### src/hdl/lsf_pkg.sv
// Shared types and constants for the least-squares line fit block.
// No dependencies.
package lsf_pkg;

	localparam int SAMPLE_BITS = 16;
	localparam int COUNT_BITS  = 16;
	localparam int FRAC_BITS   = 16;

	localparam int FQ_DEPTH = 4;
	localparam int WORD_W   = 64;
	localparam int STEP_W   = 7;

	localparam logic OP_ADD   = 1'b0;
	localparam logic OP_SOLVE = 1'b1;

	localparam logic [31:0] POS_LIMIT = 32'h7FFF_FFFF;
	localparam logic [31:0] NEG_LIMIT = 32'h8000_0000;

	typedef enum logic [3:0] {
		S_IDLE,
		S_M_NSX2,
		S_M_SXSX,
		S_CHECK,
		S_M_NSXY,
		S_M_SXSY,
		S_SIGN,
		S_D_SLOPE,
		S_M_ASX,
		S_D_INTC,
		S_EMIT
	} back_state_t;

endpackage

### src/hdl/least_squares_line_fit_top.sv
// Top level of the least-squares line fit: front queue plus solve back end.
// Depends on lsf_pkg, lsf_front and lsf_back.
//
// Add-sample transactions (op 0) are absorbed at one per cycle: the back end
// folds one queued sample into the running sums in each cycle it is idle. A
// solve transaction (op 1) occupies the back end while it runs one shared
// 64-step shift-add multiplier and one restoring divider, of 64 + FRAC_BITS
// steps for the slope and 64 steps for the intercept; with fewer than two
// samples or all x equal it stops after the first two products. Up to four
// transactions queue in front while a solve runs. The result register holds
// one fit until popped; slope and intercept are signed Q16.16, truncated
// toward zero and saturated.
module least_squares_line_fit_top #(
	parameter int SAMPLE_BITS = lsf_pkg::SAMPLE_BITS,
	parameter int COUNT_BITS  = lsf_pkg::COUNT_BITS,
	parameter int FRAC_BITS   = lsf_pkg::FRAC_BITS
) (
	input  logic                          clk,
	input  logic                          arst_n,
	input  logic                          push,
	output logic                          full,
	input  logic                          op,
	input  logic signed [SAMPLE_BITS-1:0] x_sample,
	input  logic signed [SAMPLE_BITS-1:0] y_sample,
	output logic                          empty,
	input  logic                          pop,
	output logic signed [31:0]            slope,
	output logic signed [31:0]            intercept,
	output logic                          converged
);

	logic                          q_valid;
	logic                          q_solve;
	logic signed [SAMPLE_BITS-1:0] q_x;
	logic signed [SAMPLE_BITS-1:0] q_y;
	logic                          q_pop;

	lsf_front #(
		.SAMPLE_BITS(SAMPLE_BITS)
	) u_front (
		.clk      (clk),
		.arst_n   (arst_n),
		.push     (push),
		.full     (full),
		.op       (op),
		.x_sample (x_sample),
		.y_sample (y_sample),
		.q_valid  (q_valid),
		.q_solve  (q_solve),
		.q_x      (q_x),
		.q_y      (q_y),
		.q_pop    (q_pop)
	);

	lsf_back #(
		.SAMPLE_BITS(SAMPLE_BITS),
		.COUNT_BITS (COUNT_BITS),
		.FRAC_BITS  (FRAC_BITS)
	) u_back (
		.clk       (clk),
		.arst_n    (arst_n),
		.q_valid   (q_valid),
		.q_solve   (q_solve),
		.q_x       (q_x),
		.q_y       (q_y),
		.q_pop     (q_pop),
		.empty     (empty),
		.pop       (pop),
		.slope     (slope),
		.intercept (intercept),
		.converged (converged)
	);

endmodule

### src/hdl/lsf_front.sv
// Front end: accepts transactions into a short queue and marks solve requests.
// Depends on lsf_pkg.
module lsf_front #(
	parameter int SAMPLE_BITS = lsf_pkg::SAMPLE_BITS
) (
	input  logic                          clk,
	input  logic                          arst_n,
	input  logic                          push,
	output logic                          full,
	input  logic                          op,
	input  logic signed [SAMPLE_BITS-1:0] x_sample,
	input  logic signed [SAMPLE_BITS-1:0] y_sample,
	output logic                          q_valid,
	output logic                          q_solve,
	output logic signed [SAMPLE_BITS-1:0] q_x,
	output logic signed [SAMPLE_BITS-1:0] q_y,
	input  logic                          q_pop
);

	localparam int PTR_W = $clog2(lsf_pkg::FQ_DEPTH);
	localparam int CNT_W = PTR_W + 1;

	logic                          solve_q [lsf_pkg::FQ_DEPTH];
	logic signed [SAMPLE_BITS-1:0] x_q     [lsf_pkg::FQ_DEPTH];
	logic signed [SAMPLE_BITS-1:0] y_q     [lsf_pkg::FQ_DEPTH];
	logic [PTR_W-1:0]              wptr_q;
	logic [PTR_W-1:0]              rptr_q;
	logic [CNT_W-1:0]              cnt_q;
	logic                          wr;
	logic                          rd;

	assign full    = (cnt_q == CNT_W'(lsf_pkg::FQ_DEPTH));
	assign q_valid = (cnt_q != '0);
	assign wr      = push && !full;
	assign rd      = q_pop && q_valid;
	assign q_solve = solve_q[rptr_q];
	assign q_x     = x_q[rptr_q];
	assign q_y     = y_q[rptr_q];

	always_ff @(posedge clk) begin
		if (wr) begin
			solve_q[wptr_q] <= (op == lsf_pkg::OP_SOLVE);
			x_q[wptr_q]     <= x_sample;
			y_q[wptr_q]     <= y_sample;
		end
	end

	always_ff @(posedge clk or negedge arst_n) begin
		if (!arst_n) begin
			wptr_q <= '0;
			rptr_q <= '0;
			cnt_q  <= '0;
		end else begin
			if (wr) begin
				wptr_q <= wptr_q + 1'b1;
			end
			if (rd) begin
				rptr_q <= rptr_q + 1'b1;
			end
			if (wr && !rd) begin
				cnt_q <= cnt_q + 1'b1;
			end else if (rd && !wr) begin
				cnt_q <= cnt_q - 1'b1;
			end
		end
	end

endmodule

### src/hdl/lsf_back.sv
// Back end: running sums, solve sequencer with shared shift-add multiplier and
// restoring divider, and the result register. Depends on lsf_pkg.
module lsf_back #(
	parameter int SAMPLE_BITS = lsf_pkg::SAMPLE_BITS,
	parameter int COUNT_BITS  = lsf_pkg::COUNT_BITS,
	parameter int FRAC_BITS   = lsf_pkg::FRAC_BITS
) (
	input  logic                          clk,
	input  logic                          arst_n,
	input  logic                          q_valid,
	input  logic                          q_solve,
	input  logic signed [SAMPLE_BITS-1:0] q_x,
	input  logic signed [SAMPLE_BITS-1:0] q_y,
	output logic                          q_pop,
	output logic                          empty,
	input  logic                          pop,
	output logic signed [31:0]            slope,
	output logic signed [31:0]            intercept,
	output logic                          converged
);

	localparam int W      = lsf_pkg::WORD_W;
	localparam int SX_W   = SAMPLE_BITS + COUNT_BITS;
	localparam int P_W    = 2 * SAMPLE_BITS;
	localparam int SXY_W  = P_W + COUNT_BITS;
	localparam int SW     = lsf_pkg::STEP_W;
	localparam logic [SW-1:0] MUL_LAST   = SW'(W - 1);
	localparam logic [SW-1:0] SLOPE_LAST = SW'(W + FRAC_BITS - 1);
	localparam logic [SW-1:0] OVF_STEP   = SW'(W);
	localparam logic [W-1:0]  SLOPE_QMAX_POS = W'(lsf_pkg::POS_LIMIT >> FRAC_BITS);
	localparam logic [W-1:0]  SLOPE_QMAX_NEG = W'(lsf_pkg::NEG_LIMIT >> FRAC_BITS);

	lsf_pkg::back_state_t state_q, state_nx;

	logic [COUNT_BITS-1:0]   n_q;
	logic signed [SX_W-1:0]  sx_q;
	logic signed [SX_W-1:0]  sy_q;
	logic signed [SXY_W-1:0] sxy_q;
	logic signed [SXY_W-1:0] sxx_q;
	logic [31:0]             slope_q;
	logic [31:0]             intc_q;
	logic                    fit_q;

	logic [W-1:0]  mc_q, mp_q, acc_q, t_q, den_q, num_q;
	logic [W-1:0]  rem_q, dvd_q, quo_q, dsr_q;
	logic [SW-1:0] step_q;
	logic          neg_q, ovf_q;
	logic [31:0]   a_q;

	logic          out_v_q;
	logic [31:0]   out_slope_q, out_intc_q;
	logic          out_conv_q;

	logic signed [P_W-1:0] pxy, pxx;
	logic [W-1:0]  prod;
	logic [W:0]    cand;
	logic          ge;
	logic [W-1:0]  rem_nx, quo_nx;
	logic          mul_last, slope_last, intc_last;
	logic          out_free;
	logic [W-1:0]  n64, sx64, sy64, sxy64, sxx64;
	logic [W-1:0]  num_adj, den_adj, b_val;
	logic [31:0]   slope_mag, intc_mag, slope_res;

	assign n64   = W'(n_q);
	assign sx64  = W'(sx_q);
	assign sy64  = W'(sy_q);
	assign sxy64 = W'(sxy_q);
	assign sxx64 = W'(sxx_q);

	assign pxy = q_x * q_y;
	assign pxx = q_x * q_x;

	assign prod = acc_q + (mp_q[0] ? mc_q : '0);

	assign cand   = {rem_q, dvd_q[W-1]};
	assign ge     = (cand >= {1'b0, dsr_q});
	assign rem_nx = ge ? W'(cand - {1'b0, dsr_q}) : cand[W-1:0];
	assign quo_nx = {quo_q[W-2:0], ge};

	assign mul_last   = (step_q == MUL_LAST);
	assign slope_last = (step_q == SLOPE_LAST);
	assign intc_last  = (step_q == MUL_LAST);

	assign num_adj = den_q[W-1] ? (W'(0) - num_q) : num_q;
	assign den_adj = den_q[W-1] ? (W'(0) - den_q) : den_q;
	assign b_val   = (sy64 << FRAC_BITS) - prod;

	assign slope_mag = (ovf_q || quo_nx > W'(neg_q ? lsf_pkg::NEG_LIMIT : lsf_pkg::POS_LIMIT))
		? (neg_q ? lsf_pkg::NEG_LIMIT : lsf_pkg::POS_LIMIT) : quo_nx[31:0];
	assign intc_mag = (quo_nx > W'(neg_q ? lsf_pkg::NEG_LIMIT : lsf_pkg::POS_LIMIT))
		? (neg_q ? lsf_pkg::NEG_LIMIT : lsf_pkg::POS_LIMIT) : quo_nx[31:0];
	assign slope_res = neg_q ? (32'd0 - slope_mag) : slope_mag;

	assign out_free  = !out_v_q || pop;
	assign empty     = !out_v_q;
	assign slope     = out_slope_q;
	assign intercept = out_intc_q;
	assign converged = out_conv_q;

	always_ff @(posedge clk or negedge arst_n) begin
		if (!arst_n) begin
			state_q <= lsf_pkg::S_IDLE;
		end else begin
			state_q <= state_nx;
		end
	end

	always_comb begin
		state_nx = state_q;
		q_pop    = 1'b0;
		unique case (state_q)
			lsf_pkg::S_IDLE: begin
				q_pop = q_valid;
				if (q_valid && q_solve) begin
					state_nx = lsf_pkg::S_M_NSX2;
				end
			end
			lsf_pkg::S_M_NSX2: if (mul_last) state_nx = lsf_pkg::S_M_SXSX;
			lsf_pkg::S_M_SXSX: if (mul_last) state_nx = lsf_pkg::S_CHECK;
			lsf_pkg::S_CHECK: begin
				if (n_q < COUNT_BITS'(2) || den_q == '0) begin
					state_nx = lsf_pkg::S_EMIT;
				end else begin
					state_nx = lsf_pkg::S_M_NSXY;
				end
			end
			lsf_pkg::S_M_NSXY: if (mul_last) state_nx = lsf_pkg::S_M_SXSY;
			lsf_pkg::S_M_SXSY: if (mul_last) state_nx = lsf_pkg::S_SIGN;
			lsf_pkg::S_SIGN:    state_nx = lsf_pkg::S_D_SLOPE;
			lsf_pkg::S_D_SLOPE: if (slope_last) state_nx = lsf_pkg::S_M_ASX;
			lsf_pkg::S_M_ASX:   if (mul_last) state_nx = lsf_pkg::S_D_INTC;
			lsf_pkg::S_D_INTC:  if (intc_last) state_nx = lsf_pkg::S_EMIT;
			lsf_pkg::S_EMIT:    if (out_free) state_nx = lsf_pkg::S_IDLE;
			default:            state_nx = lsf_pkg::S_IDLE;
		endcase
	end

	always_ff @(posedge clk or negedge arst_n) begin
		if (!arst_n) begin
			n_q        <= '0;
			sx_q       <= '0;
			sy_q       <= '0;
			sxy_q      <= '0;
			sxx_q      <= '0;
			slope_q    <= '0;
			intc_q     <= '0;
			fit_q      <= 1'b0;
			out_v_q    <= 1'b0;
			step_q     <= '0;
		end else begin
			if (pop && out_v_q) begin
				out_v_q <= 1'b0;
			end
			unique case (state_q)
				lsf_pkg::S_IDLE: begin
					step_q <= '0;
					if (q_valid && !q_solve && n_q != '1) begin
						n_q   <= n_q + 1'b1;
						sx_q  <= sx_q + SX_W'(q_x);
						sy_q  <= sy_q + SX_W'(q_y);
						sxy_q <= sxy_q + SXY_W'(pxy);
						sxx_q <= sxx_q + SXY_W'(pxx);
					end
				end
				lsf_pkg::S_M_NSX2, lsf_pkg::S_M_SXSX, lsf_pkg::S_M_NSXY,
				lsf_pkg::S_M_SXSY, lsf_pkg::S_M_ASX: begin
					step_q <= mul_last ? '0 : step_q + 1'b1;
				end
				lsf_pkg::S_CHECK: begin
					step_q <= '0;
					if (n_q < COUNT_BITS'(2) || den_q == '0) begin
						fit_q <= 1'b0;
					end
				end
				lsf_pkg::S_SIGN: begin
					step_q <= '0;
				end
				lsf_pkg::S_D_SLOPE: begin
					step_q <= slope_last ? '0 : step_q + 1'b1;
				end
				lsf_pkg::S_D_INTC: begin
					step_q <= intc_last ? '0 : step_q + 1'b1;
					if (intc_last) begin
						slope_q <= a_q;
						intc_q  <= neg_q ? (32'd0 - intc_mag) : intc_mag;
						fit_q   <= 1'b1;
					end
				end
				lsf_pkg::S_EMIT: begin
					if (out_free) begin
						out_v_q <= 1'b1;
					end
				end
				default: begin
					step_q <= '0;
				end
			endcase
		end
	end

	always_ff @(posedge clk) begin
		unique case (state_q)
			lsf_pkg::S_IDLE: begin
				mc_q  <= sxx64;
				mp_q  <= n64;
				acc_q <= '0;
			end
			lsf_pkg::S_M_NSX2, lsf_pkg::S_M_SXSX, lsf_pkg::S_M_NSXY,
			lsf_pkg::S_M_SXSY, lsf_pkg::S_M_ASX: begin
				acc_q <= prod;
				mc_q  <= mc_q << 1;
				mp_q  <= mp_q >> 1;
				if (mul_last) begin
					acc_q <= '0;
					unique case (state_q)
						lsf_pkg::S_M_NSX2: begin
							t_q  <= prod;
							mc_q <= sx64;
							mp_q <= sx64;
						end
						lsf_pkg::S_M_SXSX: begin
							den_q <= t_q - prod;
						end
						lsf_pkg::S_M_NSXY: begin
							t_q  <= prod;
							mc_q <= sy64;
							mp_q <= sx64;
						end
						lsf_pkg::S_M_SXSY: begin
							num_q <= t_q - prod;
						end
						default: begin
							neg_q <= b_val[W-1];
							dvd_q <= b_val[W-1] ? (W'(0) - b_val) : b_val;
							dsr_q <= n64;
							rem_q <= '0;
							quo_q <= '0;
						end
					endcase
				end
			end
			lsf_pkg::S_CHECK: begin
				mc_q  <= sxy64;
				mp_q  <= n64;
				acc_q <= '0;
			end
			lsf_pkg::S_SIGN: begin
				neg_q <= num_adj[W-1];
				dvd_q <= num_adj[W-1] ? (W'(0) - num_adj) : num_adj;
				dsr_q <= den_adj;
				rem_q <= '0;
				quo_q <= '0;
				ovf_q <= 1'b0;
			end
			lsf_pkg::S_D_SLOPE, lsf_pkg::S_D_INTC: begin
				rem_q <= rem_nx;
				quo_q <= quo_nx;
				dvd_q <= dvd_q << 1;
				if (state_q == lsf_pkg::S_D_SLOPE) begin
					if (step_q == OVF_STEP &&
						quo_q > (neg_q ? SLOPE_QMAX_NEG : SLOPE_QMAX_POS)) begin
						ovf_q <= 1'b1;
					end
					if (slope_last) begin
						a_q   <= slope_res;
						mc_q  <= W'(signed'(slope_res));
						mp_q  <= sx64;
						acc_q <= '0;
					end
				end
			end
			lsf_pkg::S_EMIT: begin
				if (out_free) begin
					out_slope_q <= slope_q;
					out_intc_q  <= intc_q;
					out_conv_q  <= fit_q;
				end
			end
			default: begin
				acc_q <= '0;
			end
		endcase
	end

endmodule
### config.mk
export PLATFORM = sky130hd
export DESIGN_NAME = least_squares_line_fit_top
export DESIGN_NICKNAME = d
export VERILOG_FILES = /design/src/hdl/lsf_pkg.sv /design/src/hdl/least_squares_line_fit_top.sv /design/src/hdl/lsf_front.sv /design/src/hdl/lsf_back.sv
export SDC_FILE = /design/constraint.sdc
export NUM_CORES = 2
export LEC_CHECK = 0
export BUFFER_PORTS_ARGS = -buffer_cell sky130_fd_sc_hd__buf_2
export CORE_MARGIN = 2
export CORE_UTILIZATION = 36
export CTS_CLUSTER_DIAMETER = 50
export DETAILED_ROUTE_END_ITERATION = 8
export GPL_TIMING_DRIVEN = 0
export HOLD_SLACK_MARGIN = 0.1
export PLACE_DENSITY_LB_ADDON = 0.25
export SLEW_MARGIN = 20
export SYNTH_ARGS = -nofsm -noshare
export SYNTH_HDL_FRONTEND = slang
export SYNTH_HIERARCHICAL = 1
export SYNTH_SLANG_ARGS = --single-unit
export TNS_END_PERCENT = 100
### constraint.sdc
create_clock -name clk -period 8.1 [get_ports clk]
set_input_delay 0.81 -clock clk [delete_from_list [all_inputs] [get_ports clk]]
set_output_delay 0.81 -clock clk [all_outputs]
set_load 0.01 [all_outputs]
==> flow_metrics.env <==
export IMPL_outcome="finished with violations"
export IMPL_violations="negative setup slack"
export IMPL_area_delta_synth_final_pct=18.8
export IMPL_critPathKind="reg2reg"
export IMPL_dp_slack_ns=-5.06
export IMPL_cts_buffer_depth=4
export IMPL_yosysUniqueCellTypes=90
export IMPL_setup_violations=6
export IMPL_first_global_vias=75300
export IMPL_final_cell_count_no_fill=13600
export IMPL_route_vias_total=75000
export IMPL_clk_insertion_delay_late_ns=0.85
export IMPL_fin_crit_ns=8.21
export IMPL_synth_top_area_frac=0.280
export IMPL_slew_limit_headroom=0.166
export IMPL_rsz0062_at_grt="yes"
export IMPL_ys_ff_latch=1131
export IMPL_reg2reg_from="u_front/rptr_q[0]"
export IMPL_yosys_top_cells_area="edfxtp_1 (28%), fa_1 (15%), ha_1 (8.2%)"
export IMPL_endpoint_kind="register"
export IMPL_cpPeakStageDelay_ns=0.69
export IMPL_syn_avg_cell_area_um2=9.90
export IMPL_drt_iter0_drc=6351
export IMPL_min_period_over_period=1.01
export IMPL_synthFlopType="edfxtp_1"
export IMPL_fmax_mhz=122
export IMPL_synth_edf_count=871
export IMPL_regToRegEndpoint="u_back/sxx_q[46]"
export IMPL_ios=104
export IMPL_yosysWarnings=6
export IMPL_drv_slew=0
export IMPL_hp_start="x_sample[10]"
export IMPL_whs_ns=0.181
export IMPL_hold_viol_final=0
export IMPL_cts_made_buffers=160
export IMPL_dp_cells=13000
export IMPL_ys_seq_area_frac=0.350
export IMPL_worstRegToRegCells=29
export IMPL_fin_area_um2=111000
export IMPL_port_buffers=103
export IMPL_min_path_type="in2reg"
export IMPL_nets=11400
export IMPL_grt_pass1_wl_um=475000
export IMPL_synth_common_cells="nand2_1 (1,081), inv_1 (895), edfxtp_1 (871), fa_1 (705), o21ai_0 (632)"
export IMPL_routabilityCongestion=0.951
export IMPL_hold_path_depth=1
export IMPL_drtAntennaViolNets=0
export IMPL_post_dp_hpwl_um=246000
export IMPL_startpoint_type="register"
export IMPL_clk_pin_slew_ns=0.06
export IMPL_cts_tree="done"
export IMPL_critPathMostFrequentCell="fa_1"
export IMPL_die_y_um=513
export IMPL_avgRoutedWirePerCell_um=23.3
export IMPL_place_area_um2=99300
export IMPL_overflow=0
export IMPL_track_usage=0.236
export IMPL_ys_async_sr_fraction=0.230
export IMPL_grt_max_degree=90
export IMPL_yosysTopAreaCell="edfxtp_1"
export IMPL_crit_required_ns=8.74
export IMPL_drt_wl_total_um=316000
export IMPL_drive_above_1_share=0.134
export IMPL_worst_slew_pin_slew_ns=1.24
export IMPL_finClkSkew_ns=0.0624
export IMPL_postSynthCellCount=9440
export IMPL_fp_dieW_um=513
export IMPL_cts_sinks=1131
export IMPL_cp_data_arrival_time_ns=8.85
export IMPL_drc=0
export IMPL_syn_area_um2=93400
export IMPL_die_area_um2=264000
export IMPL_first_pass_iters=8
export IMPL_slowest_stage="fa_4"
export IMPL_synth_nets=10800
export IMPL_synthMostInstantiatedCell="nand2_1"
export IMPL_worstHoldEndpoint="u_front/x_q[3][10]"
export IMPL_antenna_found_initial=12
export IMPL_rows=187
export IMPL_path_max_fanout=6
export IMPL_coreArea_um2=259000
export IMPL_reg2reg_slack_ns=-0.11
export IMPL_setup_ws_ns=-0.115
export IMPL_cap_violations=0
export IMPL_start_util=0.361
export IMPL_cts_root_buf="clkbuf_16"
export IMPL_viasPerCell=5.53
export IMPL_htree_levels=4
state kept, by name (all words and copies together), names as in the netlist, 48 cells and up:
name	cells
u_back/quo_q	64
u_back/t_q	64
u_back/dvd_q	64
u_back/mc_q	64
u_front/x_q	64
u_back/rem_q	64
u_back/dsr_q	64
u_back/mp_q	64
u_back/num_q	64
u_back/acc_q	64
u_back/sxx_q	48
u_back/sxy_q	48
u_back/den_q	64
u_front/y_q	64
cells by family (layout without fill, tap and decap cells):
group,count (synthesis),count (layout),share of synthesized area
AND/OR/NAND/NOR,2712,2712,0.138
AO/OA/AOI/OAI,2280,2280,0.156
adder cells (fa/ha/maj),1319,1319,0.233
buffers and inverters,1318,2033,0.0537
flip-flops,1131,1131,0.350
XOR/XNOR,619,619,0.0583
multiplexers,61,61,0.0113
other,0,6,0
through the flow:
step | TNS [ns] | util
after detailed placement | -740.97 | 0.384
after global routing | -2.41 | 0.429
final | -0.289 | 0.429
after floorplan | -0.0533 | -
after CTS | -0.268 | 0.421
after global placement | -1049.45 | 0.380
repair_timing:
action | in CTS | in global routing
hold buffers | 1 | 0
gates resized for setup | 551 | 344
setup buffers | 201 | 104
endpoints found under the setup margin | 307 | 134
cloned | 7 | 1
pin swaps | 190 | 199
hold endpoints to repair | 29 | 0
cells in the final DEF (no fill, tap or decap), types with 293 or more instances in the layout:
cell type,instances
a21o_1,324
a21oi_1,459
clkbuf_1,293
edfxtp_1,871
fa_1,670
ha_1,550
inv_1,861
nand2_1,1055
nor2_1,492
o21ai_0,584
xnor2_1,297
final cells by class:
| class | instances | area, µm² |
|---|---|---|
| antenna | 6 | 15.0 |
| buffer | 389 | 2310 |
| clock buffer | 188 | 4210 |
| clock inverter | 91 | 1230 |
| fill | 24700 | 148000 |
| inverter | 901 | 3450 |
| multi-input combinational | 6991 | 58500 |
| sequential | 1131 | 32700 |
| tap | 3402 | 4260 |
| timing repair buffer | 464 | 4350 |
layer usage:
layer,up-vias,wire length [µm],GRT usage
li1,34300,-,-
met5,-,47,0
met3,590,20800,0.0369
met1,37500,138000,0.320
met2,2578,144000,0.378
met4,6,13700,0.0904
worst max-delay path by stage:
stage / cells after the start / slack [ns] / endpoint / start
2_1_floorplan: 26 / -0.05 / u_back/sxx_q[46] / u_front/rptr_q[0]
3_3_place_gp: 38 / -5.17 / u_back/mc_q[28] / u_back/rem_q[0]
3_5_place_dp: 39 / -5.06 / u_back/mc_q[22] / u_back/dsr_q[1]
4_1_cts: 28 / -0.11 / u_back/sxx_q[46] / u_front/rptr_q[0]
5_1_grt: 33 / -0.28 / u_back/sxx_q[46] / u_front/rptr_q[0]
6_report: 29 / -0.11 / u_back/sxx_q[46] / u_front/rptr_q[0]
critical path, delay by kind of cell (launching register included):
family | cells | cell delay (ns)
adders and majority gates | 7 | 3.42
AOI/OAI and AO/OA | 9 | 1.71
buffers and inverters | 8 | 1.00
muxes | 1 | 0.68
and+or+nand+nor | 3 | 0.58
DFF | 1 | 0.39
xor gates and xnor gates | 1 | 0.20
Power is left out: the tool's default activity adds up to more than one toggle a clock period on the data nets, which glitch-free logic cannot reach.
